### config.mk
export PLATFORM = sky130hd
export DESIGN_NAME = double_ended_frame_allocator_core
export DESIGN_NICKNAME = d
export VERILOG_FILES = /design/src/dfa_pkg.sv /design/src/double_ended_frame_allocator_core.sv /design/src/dfa_ram.sv
export SDC_FILE = /design/constraint.sdc
export NUM_CORES = 2
export LEC_CHECK = 0
export ABC_CLOCK_PERIOD_IN_PS = 26500
export BUFFER_PORTS_ARGS = -buffer_cell sky130_fd_sc_hd__buf_4
export CAP_MARGIN = 30
export CORE_AREA = 2 2 376 378
export CTS_CLUSTER_DIAMETER = 60
export DETAILED_ROUTE_END_ITERATION = 6
export DIE_AREA = 0 0 378 380
export PLACE_DENSITY = 0.77
export SETUP_SLACK_MARGIN = 0.15
export SLEW_MARGIN = 20
export SYNTH_ARGS = -nofsm -noshare
export SYNTH_HDL_FRONTEND = slang
export SYNTH_HIERARCHICAL = 1
export SYNTH_SLANG_ARGS = --single-unit
### constraint.sdc
create_clock -name clk -period 26.5 [get_ports clk]
set_input_delay 0 -clock clk [delete_from_list [all_inputs] [get_ports clk]]
set_output_delay 0 -clock clk [all_outputs]
set_load 0.02 [all_outputs]
### src/dfa_pkg.sv
package dfa_pkg;

  // Operation codes
  localparam logic [2:0] OP_INIT    = 3'd0;
  localparam logic [2:0] OP_ALLOC   = 3'd1;
  localparam logic [2:0] OP_FREE    = 3'd2;
  localparam logic [2:0] OP_MARK    = 3'd3;
  localparam logic [2:0] OP_RELEASE = 3'd4;
  localparam logic [2:0] OP_ADJUST  = 3'd5;
  localparam logic [2:0] OP_RESIZE  = 3'd6;
  localparam logic [2:0] OP_QUERY   = 3'd7;

  // Status codes
  localparam logic [2:0] ST_OK      = 3'd0;
  localparam logic [2:0] ST_NOSPACE = 3'd1;
  localparam logic [2:0] ST_NOMARK  = 3'd2;
  localparam logic [2:0] ST_FULL    = 3'd3;
  localparam logic [2:0] ST_BADADDR = 3'd4;

  // Configuration register indexes
  localparam int unsigned CFG_IDX_W = 2;
  localparam logic [CFG_IDX_W-1:0] CFG_HEAP_BASE  = 2'd0;
  localparam logic [CFG_IDX_W-1:0] CFG_DATA_START = 2'd1;
  localparam logic [CFG_IDX_W-1:0] CFG_DATA_END   = 2'd2;

  localparam int unsigned MARK_DEPTH_DEF        = 16;
  localparam int unsigned MARK_RECORD_BYTES_DEF = 16;

  // Mark records sit on 4-byte boundaries; heap blocks round to 4 bytes on resize
  localparam logic [33:0] WORD_MASK = 34'd3;

  typedef struct packed {
    logic [2:0]  operation;
    logic [31:0] size;
    logic [4:0]  align_log2;
    logic        from_tail;
    logic [1:0]  free_mode;
    logic [31:0] tag;
    logic [31:0] address;
  } in_item_t;

  typedef struct packed {
    logic        ok;
    logic [2:0]  status;
    logic [31:0] block_address;
    logic [31:0] value;
  } out_item_t;

  typedef struct packed {
    logic [31:0] tag;
    logic [31:0] head;
    logic [31:0] tail;
  } mark_t;

endpackage

### src/double_ended_frame_allocator_core.sv
// Channel | Ports                          | Handshake
// --------+--------------------------------+----------------------------------
// input   | start, busy, in_data           | taken when start & !busy
// result  | out_valid, out_data            | one-cycle strobe, no back-pressure
// config  | cfg_valid, cfg_ready, cfg_index, cfg_data | write when valid & ready
//
// One shared 34-bit add/subtract unit runs each command under a small sequencer.
// Init, free, mark when full and release with no marks finish from idle; the others
// step through states, and release reads and compares each mark entry it walks.
// busy holds off the next word until the last cycle; the result strobe follows it
// and cannot be stalled. Reset (synchronous, rst_n low) clears pointers, mark count
// and config registers; the mark stack holds no reset value and is never read past the count.
module double_ended_frame_allocator_core #(
  parameter int unsigned MARK_DEPTH        = dfa_pkg::MARK_DEPTH_DEF,
  parameter int unsigned MARK_RECORD_BYTES = dfa_pkg::MARK_RECORD_BYTES_DEF
) (
  input  logic                             clk,
  input  logic                             rst_n,
  input  logic                             start,
  output logic                             busy,
  input  dfa_pkg::in_item_t                in_data,
  output logic                             out_valid,
  output dfa_pkg::out_item_t               out_data,
  input  logic                             cfg_valid,
  output logic                             cfg_ready,
  input  logic [dfa_pkg::CFG_IDX_W-1:0]    cfg_index,
  input  logic [31:0]                      cfg_data
);

  localparam int unsigned CNT_W = $clog2(MARK_DEPTH + 1);
  localparam int unsigned IDX_W = (MARK_DEPTH > 1) ? $clog2(MARK_DEPTH) : 1;
  localparam logic [33:0] RECORD_BYTES = 34'(MARK_RECORD_BYTES);

  localparam logic [3:0] S_IDLE   = 4'd0;
  localparam logic [3:0] S_HALIGN = 4'd1;
  localparam logic [3:0] S_HEND   = 4'd2;
  localparam logic [3:0] S_HCHK   = 4'd3;
  localparam logic [3:0] S_QCHK   = 4'd4;
  localparam logic [3:0] S_TSUB   = 4'd5;
  localparam logic [3:0] S_TCHK   = 4'd6;
  localparam logic [3:0] S_RRD    = 4'd7;
  localparam logic [3:0] S_RCMP   = 4'd8;
  localparam logic [3:0] S_ADJ    = 4'd9;
  localparam logic [3:0] S_RSLO   = 4'd10;
  localparam logic [3:0] S_RSHI   = 4'd11;
  localparam logic [3:0] S_RSMRD  = 4'd12;
  localparam logic [3:0] S_RSMCMP = 4'd13;
  localparam logic [3:0] S_RSRND  = 4'd14;

  logic [3:0]  state_r, state_nxt;
  logic [2:0]  op_r, op_nxt;
  logic [31:0] size_r, size_nxt;
  logic [4:0]  al_r, al_nxt;
  logic [31:0] tag_r, tag_nxt;
  logic [31:0] addr_r, addr_nxt;
  logic [IDX_W-1:0] idx_r, idx_nxt;
  logic [33:0] w_r, w_nxt;
  logic [33:0] e_r, e_nxt;
  logic [31:0] head_r, head_nxt;
  logic [31:0] tail_r, tail_nxt;
  logic [31:0] rend_r, rend_nxt;
  logic [CNT_W-1:0] count_r, count_nxt;
  logic [31:0] heap_base_r, data_start_r, data_end_r;
  dfa_pkg::out_item_t out_r, out_nxt;
  logic        out_valid_r, out_valid_nxt;

  // shared add/subtract unit
  logic [33:0] alu_a, alu_b;
  logic        alu_sub;
  logic [34:0] alu_res;
  logic        alu_lt;

  logic [33:0] align_mask;
  dfa_pkg::mark_t ram_wdata, ram_rdata;
  logic        ram_we;

  assign alu_res = {1'b0, alu_a} + (alu_sub ? ~{1'b0, alu_b} : {1'b0, alu_b})
                   + 35'(alu_sub);
  assign alu_lt  = alu_res[34];

  assign align_mask = (34'd1 << al_r) - 34'd1;

  assign ram_wdata = '{tag: tag_r, head: e_r[31:0], tail: tail_r};

  dfa_ram #(
    .WIDTH ($bits(dfa_pkg::mark_t)),
    .DEPTH (MARK_DEPTH),
    .AW    (IDX_W)
  ) u_mark_ram (
    .clk   (clk),
    .we    (ram_we),
    .waddr (count_r[IDX_W-1:0]),
    .wdata (ram_wdata),
    .raddr (idx_r),
    .rdata (ram_rdata)
  );

  always_comb begin
    logic        fin;
    logic [2:0]  fin_status;
    logic [31:0] fin_blk;
    logic [31:0] fin_val;
    logic [33:0] mask_sel;

    fin        = 1'b0;
    fin_status = dfa_pkg::ST_OK;
    fin_blk    = '0;
    fin_val    = '0;
    mask_sel   = (op_r == dfa_pkg::OP_MARK) ? dfa_pkg::WORD_MASK : align_mask;

    state_nxt     = state_r;
    op_nxt        = op_r;
    size_nxt      = size_r;
    al_nxt        = al_r;
    tag_nxt       = tag_r;
    addr_nxt      = addr_r;
    idx_nxt       = idx_r;
    w_nxt         = w_r;
    e_nxt         = e_r;
    head_nxt      = head_r;
    tail_nxt      = tail_r;
    rend_nxt      = rend_r;
    count_nxt     = count_r;
    out_nxt       = out_r;
    out_valid_nxt = 1'b0;
    ram_we        = 1'b0;
    alu_a         = '0;
    alu_b         = '0;
    alu_sub       = 1'b0;

    unique case (state_r)
      S_IDLE: begin
        if (start) begin
          op_nxt   = in_data.operation;
          size_nxt = (in_data.size == 32'd0) ? 32'd1 : in_data.size;
          al_nxt   = in_data.align_log2;
          tag_nxt  = in_data.tag;
          addr_nxt = in_data.address;
          idx_nxt  = IDX_W'(count_r - CNT_W'(1));
          unique case (in_data.operation)
            dfa_pkg::OP_INIT: begin
              head_nxt  = data_start_r;
              tail_nxt  = data_end_r;
              rend_nxt  = data_end_r;
              count_nxt = '0;
              fin       = 1'b1;
            end
            dfa_pkg::OP_ALLOC: begin
              state_nxt = in_data.from_tail ? S_TSUB : S_HALIGN;
            end
            dfa_pkg::OP_FREE: begin
              if (in_data.free_mode[0]) begin
                head_nxt  = data_start_r;
                count_nxt = '0;
              end
              if (in_data.free_mode[1]) begin
                tail_nxt  = rend_r;
                count_nxt = '0;
              end
              fin = 1'b1;
            end
            dfa_pkg::OP_MARK: begin
              if (count_r >= CNT_W'(MARK_DEPTH)) begin
                fin        = 1'b1;
                fin_status = dfa_pkg::ST_FULL;
              end else begin
                state_nxt = S_HALIGN;
              end
            end
            dfa_pkg::OP_RELEASE: begin
              if (count_r == '0) begin
                fin        = 1'b1;
                fin_status = dfa_pkg::ST_NOMARK;
              end else begin
                state_nxt = S_RRD;
              end
            end
            dfa_pkg::OP_ADJUST: state_nxt = S_ADJ;
            dfa_pkg::OP_RESIZE: state_nxt = S_RSLO;
            dfa_pkg::OP_QUERY:  state_nxt = S_HALIGN;
            default:            state_nxt = S_IDLE;
          endcase
        end
      end

      // round head up to the alignment
      S_HALIGN: begin
        alu_a     = {2'b00, head_r};
        alu_b     = mask_sel;
        w_nxt     = alu_res[33:0] & ~mask_sel;
        state_nxt = (op_r == dfa_pkg::OP_QUERY) ? S_QCHK : S_HEND;
      end

      S_HEND: begin
        alu_a     = w_r;
        alu_b     = (op_r == dfa_pkg::OP_MARK) ? RECORD_BYTES : {2'b00, size_r};
        e_nxt     = alu_res[33:0];
        state_nxt = (op_r == dfa_pkg::OP_RESIZE) ? S_RSRND : S_HCHK;
      end

      // end past tail also covers end past the 32-bit space
      S_HCHK: begin
        alu_a   = {2'b00, tail_r};
        alu_b   = e_r;
        alu_sub = 1'b1;
        fin     = 1'b1;
        if (alu_lt) begin
          fin_status = dfa_pkg::ST_NOSPACE;
        end else begin
          head_nxt = e_r[31:0];
          if (op_r == dfa_pkg::OP_RESIZE) begin
            fin_val = size_r;
          end else begin
            fin_blk = w_r[31:0];
          end
          if (op_r == dfa_pkg::OP_MARK) begin
            ram_we    = 1'b1;
            count_nxt = count_r + CNT_W'(1);
          end
        end
      end

      S_QCHK: begin
        alu_a   = {2'b00, tail_r};
        alu_b   = w_r;
        alu_sub = 1'b1;
        fin     = 1'b1;
        if (!alu_lt) begin
          fin_val = alu_res[31:0];
        end
      end

      S_TSUB: begin
        alu_a   = {2'b00, tail_r};
        alu_b   = {2'b00, size_r};
        alu_sub = 1'b1;
        if (alu_lt) begin
          fin        = 1'b1;
          fin_status = dfa_pkg::ST_NOSPACE;
        end else begin
          w_nxt     = {2'b00, alu_res[31:0]} & ~align_mask;
          state_nxt = S_TCHK;
        end
      end

      S_TCHK: begin
        alu_a   = w_r;
        alu_b   = {2'b00, head_r};
        alu_sub = 1'b1;
        fin     = 1'b1;
        if (alu_lt) begin
          fin_status = dfa_pkg::ST_NOSPACE;
        end else begin
          tail_nxt = w_r[31:0];
          fin_blk  = w_r[31:0];
        end
      end

      S_RRD: state_nxt = S_RCMP;

      // walk down the mark stack until the tag matches
      S_RCMP: begin
        if (tag_r == 32'd0 || ram_rdata.tag == tag_r) begin
          head_nxt  = ram_rdata.head;
          tail_nxt  = ram_rdata.tail;
          count_nxt = CNT_W'(idx_r);
          fin       = 1'b1;
        end else if (idx_r == '0) begin
          fin        = 1'b1;
          fin_status = dfa_pkg::ST_NOMARK;
        end else begin
          idx_nxt   = idx_r - IDX_W'(1);
          state_nxt = S_RRD;
        end
      end

      S_ADJ: begin
        alu_a   = {2'b00, head_r};
        alu_b   = {2'b00, heap_base_r};
        alu_sub = 1'b1;
        fin     = 1'b1;
        if (tail_r == rend_r) begin
          rend_nxt = head_r;
          tail_nxt = head_r;
          fin_val  = alu_res[31:0];
        end else begin
          fin_status = dfa_pkg::ST_NOSPACE;
        end
      end

      S_RSLO: begin
        alu_a   = {2'b00, addr_r};
        alu_b   = {2'b00, data_start_r};
        alu_sub = 1'b1;
        if (alu_lt) begin
          fin        = 1'b1;
          fin_status = dfa_pkg::ST_BADADDR;
        end else begin
          state_nxt = S_RSHI;
        end
      end

      S_RSHI: begin
        alu_a   = {2'b00, addr_r};
        alu_b   = {2'b00, head_r};
        alu_sub = 1'b1;
        if (!alu_lt) begin
          fin        = 1'b1;
          fin_status = dfa_pkg::ST_BADADDR;
        end else begin
          w_nxt     = {2'b00, addr_r};
          state_nxt = (count_r != '0) ? S_RSMRD : S_HEND;
        end
      end

      S_RSMRD: state_nxt = S_RSMCMP;

      // block must not start below the newest mark
      S_RSMCMP: begin
        alu_a   = {2'b00, addr_r};
        alu_b   = {2'b00, ram_rdata.head};
        alu_sub = 1'b1;
        if (alu_lt) begin
          fin        = 1'b1;
          fin_status = dfa_pkg::ST_BADADDR;
        end else begin
          state_nxt = S_HEND;
        end
      end

      S_RSRND: begin
        alu_a     = e_r;
        alu_b     = dfa_pkg::WORD_MASK;
        e_nxt     = alu_res[33:0] & ~dfa_pkg::WORD_MASK;
        state_nxt = S_HCHK;
      end

      default: state_nxt = S_IDLE;
    endcase

    if (fin) begin
      state_nxt              = S_IDLE;
      out_valid_nxt          = 1'b1;
      out_nxt.ok             = (fin_status == dfa_pkg::ST_OK);
      out_nxt.status         = fin_status;
      out_nxt.block_address  = fin_blk;
      out_nxt.value          = fin_val;
    end
  end

  always_ff @(posedge clk) begin
    if (!rst_n) begin
      state_r      <= S_IDLE;
      head_r       <= '0;
      tail_r       <= '0;
      rend_r       <= '0;
      count_r      <= '0;
      heap_base_r  <= '0;
      data_start_r <= '0;
      data_end_r   <= '0;
      out_valid_r  <= 1'b0;
    end else begin
      state_r     <= state_nxt;
      head_r      <= head_nxt;
      tail_r      <= tail_nxt;
      rend_r      <= rend_nxt;
      count_r     <= count_nxt;
      out_valid_r <= out_valid_nxt;
      if (cfg_valid && cfg_ready) begin
        unique case (cfg_index)
          dfa_pkg::CFG_HEAP_BASE:  heap_base_r  <= cfg_data;
          dfa_pkg::CFG_DATA_START: data_start_r <= cfg_data;
          dfa_pkg::CFG_DATA_END:   data_end_r   <= cfg_data;
          default: ;
        endcase
      end
    end
  end

  // payload, no reset
  always_ff @(posedge clk) begin
    op_r   <= op_nxt;
    size_r <= size_nxt;
    al_r   <= al_nxt;
    tag_r  <= tag_nxt;
    addr_r <= addr_nxt;
    idx_r  <= idx_nxt;
    w_r    <= w_nxt;
    e_r    <= e_nxt;
    out_r  <= out_nxt;
  end

  assign busy      = (state_r != S_IDLE);
  assign cfg_ready = 1'b1;
  assign out_valid = out_valid_r;
  assign out_data  = out_r;

endmodule

### src/dfa_ram.sv
module dfa_ram #(
  parameter int unsigned WIDTH = 32,
  parameter int unsigned DEPTH = 16,
  parameter int unsigned AW    = (DEPTH > 1) ? $clog2(DEPTH) : 1
) (
  input  logic             clk,
  input  logic             we,
  input  logic [AW-1:0]    waddr,
  input  logic [WIDTH-1:0] wdata,
  input  logic [AW-1:0]    raddr,
  output logic [WIDTH-1:0] rdata
);

  logic [WIDTH-1:0] mem [DEPTH];
  logic [WIDTH-1:0] rdata_r;

  always_ff @(posedge clk) begin
    if (we) begin
      mem[waddr] <= wdata;
    end
    rdata_r <= mem[raddr];
  end

  assign rdata = rdata_r;

endmodule
==> metrics.md <==
| Metric | Value |
|---|---|
| Final Core Density | 69.5% |
| Post-route clock skew | 0.0421 ns |
| Period utilization | 37.0% |
| Mapped cell area | 83300 um2 |
| Slew @ Worst Pin | 1.09 ns |
| Num rows | 137 |
| DP HPWL | 145000 um |
| Max cap viols | 0 |
| Final setup margin | 16.69 ns |
| Fill cells | 8649 |
| Unrepaired setup endpoints after global routing | no |
| Post-synth EDFFs | 1780 |
| Leakage | 0.0318 uW |
| Die H | 380 um |
| PD cells | 99.9 nW/um2 |
| CP max stage cell | nor3_1 |
| DRC Markers | 83 |
| Final Max Tran Viols | 0 |
| Finished Layout Cells | 7568 |
| Core ar. | 139000 um2 |
| Post-Synth XOR/XNOR Area | 1.39% |
| Routed len/inst | 33.9 um |
| Clock Pin Slew Worst Setup and Hold Paths | 0.06 ns |
| Yosys warns | 6 |
| Routed Antenna Nets | 0 |
| CP Class | reg2reg |
| Area growth syn-to-layout | 16.1% |
| Nets@finish | 5698 |
| Slew HR | 27.0% |
| Worst path depth | 22 |
| Cell family with most CP delay | simple AND/OR/NAND/NOR gates |
| Multiplexer area fraction after synthesis | 10.8% |
| Hold Vio Cnt, Final | 0 |
| Yosys top cell area share | 64.2% |
| Failing checks | DRC |
| Synth Instances | 5032 |
| Crit path arrival time | 10.27 ns |
| Largest family of logic cells by synthesized area | multiplexers |
| WP data required | 26.96 ns |
| Critical path peak fanout | 48 |
| GPL Wtd Cong | 0.980 |
| Number of buffers created by CTS | 201 |
| Root buffer cell | clkbuf_16 |
| Clk buf depth | 3 |
| Top post-synthesis cells by area | edfxtp_1, mux4_2, dfxtp_1 |
| Top_reg_cell synth | edfxtp_1 |
| Simple-Gate Fraction of Synth Area | 5.48% |
| CP Capture Type | register |
| Skew-Pair Late Insertion Delay | 0.86 ns |
| Clock sink count | 2078 |
| Unique masters post-synth | 79 |
| Placed inst area | 87000 um2 |
| Period minus WS final | 9.81 ns |
| Depth of the worst register-to-register path | 22 |
| Final setup viols | 0 |
| Setup TNS | 0 ns |
| Multi-input gate area | 22400 um2 |
| Yosys reg bits | 2078 |
| Die width | 378 um |
| Hold Crit Class | in2reg |
| Starting density of the core | 59.8% |
| Outcome | finished, violations left |
| Post-DR vias/cell | 6.89 |
| Hold depth | 4 |
| TritonRoute pass-1 iters | 7 |
| Routed Wire Length | 256000 um |
| Critical path cell sequence | buf_4, nor2b_1, buf_4, nand3_1, o21ai_2, buf_4, a222oi_1, nand2_1, a221oi_1, xnor2_1, ha_1, nand4_1, or3_1, nor3_1, o21a_1, o21ai_0, and2_1, nor3_1, nand3b_1, nor2_4, buf_4, buf_4 |
| Dpl ws | 16.78 ns |
| First-pass GRT wire length | 365000 um |
| Post-Syn Nets | 5215 |
| Largest net degree at the start of global routing | 108 |
| Max VDD drop | 69.6 uV |
| Clock H-tree levels | 4 |
| Port buffer count | 214 |
| Seq/Total Area, Yosys | 71.4% |
| Max incr delay on CP | 0.80 ns |
| CP most frequent cell | buf_4 |
| Ratio of cells with drive above 1 in the final layout | 19.1% |
| Final Cell Area | 96700 um2 |
| GRT overflow | 0 |
| FFs w/ async S/R, synth | 0% |
| Antenna violations before repair | 9 |
| IO Count | 216 |
| Vias in the first global route | 51.3k |
| Synth area leader | edfxtp_1 |
| Startpoint class of the critical path | register |
| DR iter-0 viols | 8882 |
| Cells after DPL | 6878 |
| DIE AREA | 144000 um2 |
| Vias | 52.1k |
| Synthesized area per cell | 16.5 um2 |
| Adder-cell area share of the yosys netlist | 0.580% |
| CTS tree | done |
| Sequential cell area | 59400 um2 |
| Fmax | 102 MHz |
| Compound-cell area share of the yosys netlist | 8.31% |
| WP buf/inv | 5 |
| GRT Overall Usage | 35.3% |
[what timing repair did]
| action | 4_1_cts | 5_1_grt |
|---|---|---|
| setup buffers | 0 | 0 |
| hold buffers | 299 | 0 |
| hold endpoints to repair | 233 | 0 |
| endpoints found under the setup margin | 0 | 0 |
| gates resized for setup | 0 | 0 |
[Yosys cell counts, types with 12 or more instances]
master    count
edfxtp_1   1780
nand2_1     553
mux4_2      384
dfxtp_1     298
clkbuf_1    259
a22oi_1     231
a21oi_1     228
nor2_1      167
a222oi_1     87
xnor2_1      86
a22o_1       70
o21ai_0      66
a211oi_1     65
and2_1       65
nand4_1      53
xor2_1       46
buf_1        40
ha_1         37
nand3_1      37
mux2i_1      35
a311oi_1     34
nor4_1       32
inv_1        27
a221oi_1     26
a21o_1       25
buf_6        22
nor3_1       22
o211ai_1     22
buf_4        21
buf_2        20
and3_1       18
nor2b_1      15
nand2b_1     14
o211a_1      12
[power by group]
| group | internal [uW] | switching [uW] |
|---|---|---|
| logic | 873 | 1500 |
| clock network | 1560 | 1270 |
| registers | 4000 | 464 |
[per-layer routing]
metal,up-vias,GRT usage [%],wire [um]
met2,4025,53.9,118000
met4,12,14.5,12700
met1,26300,50.0,95100
li1,21100,-,-
met3,670,7.72,30400
met5,-,0,75
[area by class of cell]
| cell class | count | share of cell area, % |
|---|---|---|
| Timing Repair Buffer | 642 | 6.12 |
| Antenna cell | 2 | 0.00517 |
| Inverter | 27 | 0.115 |
| Multi-Input combinational cell | 2565 | 23.2 |
| Tap cell | 1876 | 2.43 |
| Clock buffer | 283 | 5.76 |
| Sequential cell | 2078 | 61.4 |
| Clock inverter | 95 | 0.938 |
[placed cells by master (no fill, tap or decap), drive strengths merged, types with 12 or more instances in the layout]
| cell | count |
|---|---|
| edfxtp | 1780 |
| nand2 | 553 |
| mux4 | 384 |
| buf | 342 |
| dlygate4sd3 | 299 |
| dfxtp | 298 |
| clkbuf | 284 |
| a22oi | 231 |
| a21oi | 229 |
| nor2 | 167 |
| a222oi | 87 |
| xnor2 | 86 |
| a22o | 70 |
| o21ai | 68 |
| clkinv | 67 |
| and2 | 66 |
| a211oi | 65 |
| nand4 | 53 |
| xor2 | 46 |
| inv | 40 |
| ha | 37 |
| nand3 | 37 |
| mux2i | 35 |
| a311oi | 34 |
| nor4 | 32 |
| a221oi | 27 |
| a21o | 25 |
| o211ai | 23 |
| nor3 | 22 |
| and3 | 18 |
| nor2b | 15 |
| nand2b | 14 |
| o211a | 12 |
[worst reg2reg max path: cells and delay by family (launching register included)]
family	cells	cell delay, ns
AOI/OAI and AO/OA	5	1.43
xor gates and xnor gates	1	0.14
adders and majority gates	1	0.45
buffers and inverters	5	2.21
DFF	1	0.67
and+or+nand+nor	10	4.48
[worst paths after layout]
kind	startpoint	to	slack, ns
max	state_r[2]	u_mark_ram/mem[6][55]	16.69
min	cfg_data[27]	data_start_r[27]	0.03
max reg2reg	state_r[2]	u_mark_ram/mem[6][55]	16.69
min reg2reg	heap_base_r[1]	heap_base_r[1]	0.46
[registers in the layout, indices dropped and copies added, names as in the netlist, 34 cells and up]
name,cells
e_r,34
out_data,68
w_r,34
u_mark_ram/rdata,96
u_mark_ram/mem,1536
[through the flow]
stage | hold WS [ns] | power [uW]
CTS | 0.0000812 | 9560
global placement | 0.178 | 6700
detailed placement | 0.179 | 6710
finish | 0.0309 | 9660
global route | 0.0207 | 9920
floorplan | 0.0989 | 5770
[cells by family after synthesis]
family,after synthesis
AOI/OAI and AO/OA,956
other,1
and+or+nand+nor,1018
DFF,2078
adders and majority gates,38
buffers and inverters,389
muxes,420
xor gates and xnor gates,132
(Power assumes the default switching activity.)
